## src/hw/rtl/shcd_pkg.sv

```systemverilog
// Shared constants and control structs for the header-sync checksum deframer.
`default_nettype none
package shcd_pkg;

  localparam int PACKET_BYTES = 12;
  localparam logic [7:0] SYNC_FIRST  = 8'hAA;
  localparam logic [7:0] SYNC_SECOND = 8'h55;

  localparam int BYTE_W      = 8;
  localparam int IDX_W       = 6;
  localparam int SUM_W       = 16;
  localparam int IN_TDATA_W  = 8;
  localparam int OUT_TDATA_W = 16;

  // Window memory control
  typedef struct packed {
    logic wr_en;
    logic head_adv;
    logic head_clr;
  } shcd_win_ctl_t;

  // Checker unit control
  typedef struct packed {
    logic start;
    logic en;
  } shcd_chk_ctl_t;

endpackage
`default_nettype wire

```

## src/hw/rtl/shcd_window.sv

```systemverilog
// Circular byte window: one write port, one registered read port, head-relative offsets.
`default_nettype none
module shcd_window #(
  parameter int PACKET_BYTES = shcd_pkg::PACKET_BYTES
) (
  input  wire logic                          clk,
  input  wire logic                          rst_n,
  input  wire shcd_pkg::shcd_win_ctl_t       ctl,
  input  wire logic [$clog2(PACKET_BYTES)-1:0] wr_off,
  input  wire logic [shcd_pkg::BYTE_W-1:0]   wr_data,
  input  wire logic [$clog2(PACKET_BYTES)-1:0] rd_off,
  output logic      [shcd_pkg::BYTE_W-1:0]   rd_data
);

  localparam int AW = $clog2(PACKET_BYTES);
  localparam logic [AW:0] DEPTH = (AW+1)'(PACKET_BYTES);
  localparam logic [AW-1:0] LAST_ADDR = AW'(PACKET_BYTES - 1);

  logic [shcd_pkg::BYTE_W-1:0] mem_r [PACKET_BYTES];
  logic [shcd_pkg::BYTE_W-1:0] rd_data_r;
  logic [AW-1:0] head_r, head_nxt;
  logic [AW:0]   wr_sum, rd_sum;
  logic [AW-1:0] wr_addr, rd_addr;

  // head + offset, wrapped once (both below depth)
  always_comb begin
    wr_sum  = {1'b0, head_r} + {1'b0, wr_off};
    rd_sum  = {1'b0, head_r} + {1'b0, rd_off};
    wr_addr = (wr_sum >= DEPTH) ? AW'(wr_sum - DEPTH) : wr_sum[AW-1:0];
    rd_addr = (rd_sum >= DEPTH) ? AW'(rd_sum - DEPTH) : rd_sum[AW-1:0];
  end

  always_comb begin
    head_nxt = head_r;
    if (ctl.head_clr) begin
      head_nxt = '0;
    end else if (ctl.head_adv) begin
      head_nxt = (head_r == LAST_ADDR) ? '0 : head_r + AW'(1);
    end
  end

  always_ff @(posedge clk) begin
    if (!rst_n) begin
      head_r <= '0;
    end else begin
      head_r <= head_nxt;
    end
  end

  always_ff @(posedge clk) begin
    if (ctl.wr_en) begin
      mem_r[wr_addr] <= wr_data;
    end
    rd_data_r <= mem_r[rd_addr];
  end

  assign rd_data = rd_data_r;

endmodule
`default_nettype wire

```

## src/hw/rtl/shcd_checker.sv

```systemverilog
// Shared accumulate/compare unit: sums the window bytes ahead of the checksum one by one and checks sync and checksum.
`default_nettype none
module shcd_checker #(
  parameter int PACKET_BYTES = shcd_pkg::PACKET_BYTES
) (
  input  wire logic                            clk,
  input  wire logic                            rst_n,
  input  wire shcd_pkg::shcd_chk_ctl_t         ctl,
  input  wire logic [$clog2(PACKET_BYTES)-1:0] idx,
  input  wire logic [shcd_pkg::BYTE_W-1:0]     data,
  output logic                                 frame_ok
);

  localparam int AW = $clog2(PACKET_BYTES);
  localparam logic [AW-1:0] CKS_LO_IDX = AW'(PACKET_BYTES - 2);
  localparam logic [AW-1:0] FIRST_IDX  = AW'(0);
  localparam logic [AW-1:0] SECOND_IDX = AW'(1);

  logic [shcd_pkg::SUM_W-1:0]  sum_r;
  logic [shcd_pkg::BYTE_W-1:0] cks_lo_r;
  logic                        hdr_ok_r;

  always_ff @(posedge clk) begin
    if (!rst_n) begin
      sum_r    <= '0;
      hdr_ok_r <= 1'b0;
    end else if (ctl.start) begin
      sum_r    <= '0;
      hdr_ok_r <= 1'b1;
    end else if (ctl.en) begin
      if (idx < CKS_LO_IDX) begin
        sum_r <= sum_r + shcd_pkg::SUM_W'(data);
      end
      if (idx == FIRST_IDX && data != shcd_pkg::SYNC_FIRST) begin
        hdr_ok_r <= 1'b0;
      end
      if (idx == SECOND_IDX && data != shcd_pkg::SYNC_SECOND) begin
        hdr_ok_r <= 1'b0;
      end
    end
  end

  always_ff @(posedge clk) begin
    if (ctl.en && idx == CKS_LO_IDX) begin
      cks_lo_r <= data;
    end
  end

  // Valid only while the last window byte (checksum high) is on data
  assign frame_ok = hdr_ok_r && (sum_r == {data, cks_lo_r});

endmodule
`default_nettype wire

```

## src/hw/rtl/sync_header_checksum_deframer.sv

```systemverilog
// A byte that does not fill the window is written and taken without leaving idle.
// A byte that fills the window starts a check sweep: one window read
// per cycle through the single memory read port into the shared sum/compare unit.
// A valid frame then emits PACKET_BYTES-4 payload transfers, each through the read, load and wait states.
// in_tready is low throughout check and emission. Reset (rst_n low, synchronous) empties the
// window and idles the sequencer; window contents are left as they are.
`default_nettype none
module sync_header_checksum_deframer #(
  parameter int PACKET_BYTES = shcd_pkg::PACKET_BYTES
) (
  input  wire logic                                clk,
  input  wire logic                                rst_n,
  // input stream
  input  wire logic                                in_tvalid,
  output logic                                     in_tready,
  input  wire logic [shcd_pkg::IN_TDATA_W-1:0]     in_tdata,   // [7:0] rx_byte
  // result stream
  output logic                                     out_tvalid,
  input  wire logic                                out_tready,
  output logic      [shcd_pkg::OUT_TDATA_W-1:0]    out_tdata,  // [7:0] payload_byte,
                                                               // [13:8] payload_index, [15:14] 0
  output logic                                     out_tlast   // last_of_packet
);

  localparam int AW = $clog2(PACKET_BYTES);
  localparam int CW = $clog2(PACKET_BYTES + 1);
  localparam int IW = shcd_pkg::IDX_W;

  localparam logic [AW-1:0] LAST_OFF    = AW'(PACKET_BYTES - 1);
  localparam logic [CW-1:0] RD_END      = CW'(PACKET_BYTES);
  localparam logic [IW-1:0] LAST_PIDX   = IW'(PACKET_BYTES - 5);

  // sequencer states
  localparam logic [2:0] S_IDLE      = 3'd0;
  localparam logic [2:0] S_CHECK     = 3'd1;
  localparam logic [2:0] S_EMIT_RD   = 3'd2;
  localparam logic [2:0] S_EMIT_LD   = 3'd3;
  localparam logic [2:0] S_EMIT_WAIT = 3'd4;

  logic [2:0]    state_r, state_nxt;
  logic [AW-1:0] fill_r, fill_nxt;        // bytes held, 0..PACKET_BYTES-1 between items
  logic [CW-1:0] rd_cnt_r, rd_cnt_nxt;    // next window offset to read during check
  logic          dv_r, dv_nxt;            // read data valid for the checker
  logic [AW-1:0] didx_r, didx_nxt;        // window offset of that read data
  logic [IW-1:0] pidx_r, pidx_nxt;        // payload byte being emitted

  logic                         out_valid_r, out_valid_nxt;
  logic [shcd_pkg::BYTE_W-1:0]  out_byte_r;
  logic [IW-1:0]                out_idx_r;
  logic                         out_last_r;
  logic                         out_load;

  shcd_pkg::shcd_win_ctl_t win_ctl;
  shcd_pkg::shcd_chk_ctl_t chk_ctl;
  logic [AW-1:0]               rd_off;
  logic [shcd_pkg::BYTE_W-1:0] rd_data;
  logic                        frame_ok;
  logic                        in_xfer, out_xfer;

  assign in_tready = (state_r == S_IDLE);
  assign in_xfer   = in_tvalid && in_tready;
  assign out_xfer  = out_valid_r && out_tready;

  // Read port: check sweep walks the window, emission reads header-relative payload
  always_comb begin
    if (state_r == S_CHECK) begin
      rd_off = rd_cnt_r[AW-1:0];
    end else begin
      rd_off = AW'({1'b0, pidx_r} + (IW+1)'(2));
    end
  end

  always_comb begin
    state_nxt     = state_r;
    fill_nxt      = fill_r;
    rd_cnt_nxt    = rd_cnt_r;
    dv_nxt        = 1'b0;
    didx_nxt      = didx_r;
    pidx_nxt      = pidx_r;
    out_valid_nxt = out_valid_r;
    out_load      = 1'b0;
    win_ctl       = '0;
    chk_ctl       = '0;
    chk_ctl.en    = dv_r;

    unique case (state_r)
      S_IDLE: begin
        if (in_xfer) begin
          win_ctl.wr_en = 1'b1;
          if (fill_r == LAST_OFF) begin
            // window full: start the check sweep
            chk_ctl.start = 1'b1;
            rd_cnt_nxt    = '0;
            state_nxt     = S_CHECK;
          end else begin
            fill_nxt = fill_r + AW'(1);
          end
        end
      end
      S_CHECK: begin
        if (rd_cnt_r != RD_END) begin
          dv_nxt     = 1'b1;
          didx_nxt   = rd_cnt_r[AW-1:0];
          rd_cnt_nxt = rd_cnt_r + CW'(1);
        end
        if (dv_r && didx_r == LAST_OFF) begin
          if (frame_ok) begin
            pidx_nxt  = '0;
            state_nxt = S_EMIT_RD;
          end else begin
            // slide by one: drop the oldest byte
            win_ctl.head_adv = 1'b1;
            fill_nxt         = LAST_OFF;
            state_nxt        = S_IDLE;
          end
        end
      end
      S_EMIT_RD: begin
        state_nxt = S_EMIT_LD;
      end
      S_EMIT_LD: begin
        out_load      = 1'b1;
        out_valid_nxt = 1'b1;
        state_nxt     = S_EMIT_WAIT;
      end
      S_EMIT_WAIT: begin
        if (out_xfer) begin
          out_valid_nxt = 1'b0;
          if (out_last_r) begin
            // frame consumed: window empty
            win_ctl.head_clr = 1'b1;
            fill_nxt         = '0;
            state_nxt        = S_IDLE;
          end else begin
            pidx_nxt  = pidx_r + IW'(1);
            state_nxt = S_EMIT_RD;
          end
        end
      end
      default: begin
        state_nxt = S_IDLE;
      end
    endcase
  end

  always_ff @(posedge clk) begin
    if (!rst_n) begin
      state_r     <= S_IDLE;
      fill_r      <= '0;
      rd_cnt_r    <= '0;
      dv_r        <= 1'b0;
      didx_r      <= '0;
      pidx_r      <= '0;
      out_valid_r <= 1'b0;
    end else begin
      state_r     <= state_nxt;
      fill_r      <= fill_nxt;
      rd_cnt_r    <= rd_cnt_nxt;
      dv_r        <= dv_nxt;
      didx_r      <= didx_nxt;
      pidx_r      <= pidx_nxt;
      out_valid_r <= out_valid_nxt;
    end
  end

  // output payload register
  always_ff @(posedge clk) begin
    if (out_load) begin
      out_byte_r <= rd_data;
      out_idx_r  <= pidx_r;
      out_last_r <= (pidx_r == LAST_PIDX);
    end
  end

  assign out_tvalid = out_valid_r;
  assign out_tdata  = {(shcd_pkg::OUT_TDATA_W - shcd_pkg::BYTE_W - IW)'(0), out_idx_r, out_byte_r};
  assign out_tlast  = out_last_r;

  shcd_window #(
    .PACKET_BYTES (PACKET_BYTES)
  ) u_window (
    .clk     (clk),
    .rst_n   (rst_n),
    .ctl     (win_ctl),
    .wr_off  (fill_r),
    .wr_data (in_tdata[shcd_pkg::BYTE_W-1:0]),
    .rd_off  (rd_off),
    .rd_data (rd_data)
  );

  shcd_checker #(
    .PACKET_BYTES (PACKET_BYTES)
  ) u_checker (
    .clk      (clk),
    .rst_n    (rst_n),
    .ctl      (chk_ctl),
    .idx      (didx_r),
    .data     (rd_data),
    .frame_ok (frame_ok)
  );

endmodule
`default_nettype wire

```

## config.mk

```make
export PLATFORM = sky130hd
export DESIGN_NAME = sync_header_checksum_deframer
export DESIGN_NICKNAME = d
export VERILOG_FILES = /design/src/hw/rtl/shcd_pkg.sv /design/src/hw/rtl/shcd_window.sv /design/src/hw/rtl/shcd_checker.sv /design/src/hw/rtl/sync_header_checksum_deframer.sv
export SDC_FILE = /design/constraint.sdc
export NUM_CORES = 1
export LEC_CHECK = 0
export BUFFER_PORTS_ARGS = -buffer_cell sky130_fd_sc_hd__buf_2
export CAP_MARGIN = 25
export CORE_ASPECT_RATIO = 1.5
export CORE_MARGIN = 2
export CORE_UTILIZATION = 55
export DETAILED_ROUTE_END_ITERATION = 12
export PLACE_DENSITY = 0.72
export REMOVE_ABC_BUFFERS = 1
export SETUP_SLACK_MARGIN = 0.5
export SLEW_MARGIN = 40
export SYNTH_ARGS = -nofsm -noshare
export SYNTH_HDL_FRONTEND = slang
export SYNTH_SLANG_ARGS = --single-unit
```

## constraint.sdc

```tcl
create_clock -name clk -period 5.8 [get_ports clk]
set_clock_uncertainty 0.2 [all_clocks]
set_input_delay 0.58 -clock clk [delete_from_list [all_inputs] [get_ports clk]]
set_output_delay 0.58 -clock clk [all_outputs]
set_load 0.03 [all_outputs]
```

==> results.sh <==
export IMPL_hold_path_class="in -> reg"
export IMPL_grt_pass1_vias=4649
export IMPL_grt_setup_unrepaired="false"
export IMPL_slew_violations=0
export IMPL_netlist_instances=568
export IMPL_path_common_cell="nor2_1"
export IMPL_cts_buffer_depth=2
export IMPL_p_int_mw=1.93
export IMPL_drv_cap=0
export IMPL_antenna_found_initial=0
export IMPL_viasPerCell=5.99
export IMPL_crit_buf_inv=1
export IMPL_final_util_pct=62.5
export IMPL_crit_family="compound AO/OA/AOI/OAI gates"
export IMPL_fin_nets=640
export IMPL_cts_tree="yes"
export IMPL_reg2reg_from="state_r[1]$_SDFFE_PN0P_"
export IMPL_grt_pass1_wl_um=23200
export IMPL_p_leak_nw=3.16
export IMPL_path_class="reg -> reg"
export IMPL_synth_cell_types=71
export IMPL_rrSetupSlack_ps=1680
export IMPL_setup_tns_ps=0
export IMPL_first_pass_iters=5
export IMPL_finalHoldViolCount=0
export IMPL_slowest_stage="dfxtp_1"
export IMPL_drc=0
export IMPL_setup_viol=0
export IMPL_syn_area_per_cell_sq_um=13.6
export IMPL_synthesis_area_sq_um=7730
export IMPL_dp_slack_ps=1700
export IMPL_ios=31
export IMPL_ant_nets=0
export IMPL_synth_top_cell_area_share_pct=46.2
export IMPL_htree_levels=4
export IMPL_die_h_um=149
export IMPL_tightest_slew_ps=805
export IMPL_hold_path_end="out_tvalid$_SDFFE_PN0P_"
export IMPL_ys_seq_area_share_pct=59.7
export IMPL_start_util_pct=55.8
export IMPL_hp_start="out_tready"
export IMPL_place_gp_congestion=0.871
export IMPL_maxSlewHeadroom_pct=46.2
export IMPL_worst_r2r_cell_count=12
export IMPL_synthArstFlopShare_pct=0
export IMPL_synthFlopType="edfxtp_1"
export IMPL_numCtsBuffers=17
export IMPL_track_usage_pct=20.5
export IMPL_hpwl_um=10100
export IMPL_swShare_pct=24.0
export IMPL_dpl_cell_area_sq_um=8020
export IMPL_status="complete, no violations"
export IMPL_synth_seq_cells=171
export IMPL_net_switching_power_mw=0.608
export IMPL_pwr_share_clk_pct=45.5
export IMPL_synthTopCellsByArea="edfxtp_1 (46%), dfxtp_1 (13%), mux4_2 (5.8%)"
export IMPL_grt_overflow_total=0
export IMPL_numPortBuffers=28
export IMPL_crit_fanout=25
export IMPL_die_w_um=101
export IMPL_post_route_period_util_pct=71.0
export IMPL_clockRootBuffer="clkbuf_16"
export IMPL_synth_top_area_cell="edfxtp_1"
export IMPL_post_cts_buffers=0
export IMPL_worstReg2RegEnd="u_window.rd_data[4]$_DFF_P_"
export IMPL_drive_gt1_share_pct=19.9
export IMPL_cts_resized=0
export IMPL_clock_fmax_ghz=0.243
export IMPL_crit_path_max_incr_delay_ps=580
export IMPL_synthTopCellsByCount="edfxtp_1 (119), dfxtp_1 (52), nand2_1 (47), nor2_1 (42), a21oi_1 (29)"
export IMPL_holdPathStages=4
export IMPL_cp_cell_sequence="nor2_1 > nand2_1 > o21ai_0 > ha_1 > fa_1 > buf_4 > nor2_4 > a221oi_4 > nor2_1 > o21ba_1 > mux2_4 > mux2_2"
export IMPL_clk_pin_slew_ps=80
export IMPL_startpoint_type="flop"
export IMPL_yosysWarnings=0
export IMPL_drt_wirelength_per_cell_um=18.5
export IMPL_first_iter_violations=162
export IMPL_power_density_nw_per_um2=293
export IMPL_min_period_ps=4120
export IMPL_comb_power_share_pct=2.3
export IMPL_stdcell_area_sq_um=8660
export IMPL_dieArea_sq_um=15000
export IMPL_grt_max_degree=26
export IMPL_drt_wl_total_um=14400
export IMPL_arrival_ps=4240
export IMPL_required_ps=5920
export IMPL_ir_drop_uv=288
export IMPL_coreArea_sq_um=13900
export IMPL_clk_latency_ps=440
export IMPL_fin_ws_ps=1680
export IMPL_synth_edf_count=119
export IMPL_cts_num_sinks=171
export IMPL_cts_hold_buf=0
export IMPL_area_growth_pct=12.1
export IMPL_end_kind="flop"
export IMPL_row_count=53
export IMPL_n_antenna_cell=0
export IMPL_sequentialPowerShare_pct=52.2
export IMPL_yosysMostFrequentCell="edfxtp_1"
export IMPL_num_vias=4663
[layer usage]
| layer | global-route usage, % | vias up | wire [um] |
|---|---|---|---|
| met5 | 0 | - | 0 |
| met4 | 9.32 | 0 | 393 |
| met3 | 5.06 | 37 | 487 |
| met2 | 36.3 | 107 | 7790 |
| met1 | 23.0 | 2306 | 5720 |
| li1 | - | 2213 | - |
[cells in the final DEF (no fill, tap or decap), drive strengths merged, types with 8 or more instances in the layout]
| cell | count |
|---|---|
| buf | 32 |
| a21oi | 29 |
| edfxtp | 119 |
| xor2 | 27 |
| ha | 24 |
| clkinv | 8 |
| inv | 17 |
| xnor2 | 8 |
| clkbuf | 17 |
| nor2b | 8 |
| mux4 | 24 |
| nor2 | 44 |
| nor3 | 14 |
| dfxtp | 52 |
| mux2 | 16 |
| nand2 | 50 |
| nand3 | 17 |
| o21ai | 19 |
| nand4 | 8 |
[power groups by stage]
stage          Combinational [mW]  Sequential [mW]  Clock (mW)
6_report                   0.0583             1.32        1.16
5_1_grt                    0.0649             1.33        1.22
4_1_cts                    0.0583             1.32        1.18
3_5_place_dp               0.0579             1.35           0
3_3_place_gp               0.0546             1.35           0
2_1_floorplan              0.0325             1.35           0
[cell families (layout without fill, tap and decap cells)]
logic type / after synthesis / in the layout / share of synthesized area (%)
other: 1 / 2 / 0.0485
AND/OR/NAND/NOR: 180 / 180 / 12.0
flip-flops: 171 / 171 / 59.7
adder cells (fa/ha/maj): 27 / 27 / 4.66
XOR/XNOR: 35 / 35 / 3.97
multiplexers: 43 / 43 / 10.3
AO/OA/AOI/OAI: 82 / 82 / 7.48
buffers and inverters: 29 / 74 / 1.85
[cell type report]
type	instances	area [sq um]
flip-flops and latches	171	4610
clock buffers	17	425
fillers	1010	5200
well taps	165	206
repair buffers	32	170
multi-input cells	369	3000
clock inverters	15	206
inverters	10	37.5
[state kept, by name (all words and copies together) (netlist names), 6 cells and up]
signal / flops
pidx_r: 6
u_checker.cks_lo_r: 8
u_window.mem_r: 96
out_idx_r: 6
u_checker.sum_r: 16
u_window.rd_data: 8
out_byte_r: 8
[how the worst max path moves through the flow]
stage | start | endpoint | slack (ps) | cells past startpoint
6_report | state_r[1]$_SDFFE_PN0P_ | u_window.rd_data[4]$_DFF_P_ | 1680 | 12
5_1_grt | state_r[0]$_SDFFE_PN0P_ | u_window.rd_data[7]$_DFF_P_ | 1420 | 13
4_1_cts | state_r[1]$_SDFFE_PN0P_ | u_window.rd_data[4]$_DFF_P_ | 1670 | 12
3_5_place_dp | state_r[1]$_SDFFE_PN0P_ | u_window.rd_data[4]$_DFF_P_ | 1700 | 12
3_3_place_gp | state_r[1]$_SDFFE_PN0P_ | u_window.rd_data[3]$_DFF_P_ | 1830 | 12
2_1_floorplan | state_r[1]$_SDFFE_PN0P_ | u_window.rd_data[0]$_DFF_P_ | 1820 | 11
[stage by stage]
stage          power (mW)  hold WS, ps  std cells
2_1_floorplan        1.38          249        550
3_3_place_gp         1.40          269        747
3_5_place_dp         1.41          275        747
4_1_cts              2.56          245        779
5_1_grt              2.61          264        779
6_report             2.54          247        779
[tightest hold or removal path, delay by kind of cell]
| kind | cells | cell delay, ps |
|---|---|---|
| AO/OA/AOI/OAI | 1 | 60 |
| AND/OR/NAND/NOR | 2 | 110 |
| buffers and inverters | 1 | 100 |
No activity file was read; power rests on OpenSTA's default activity.
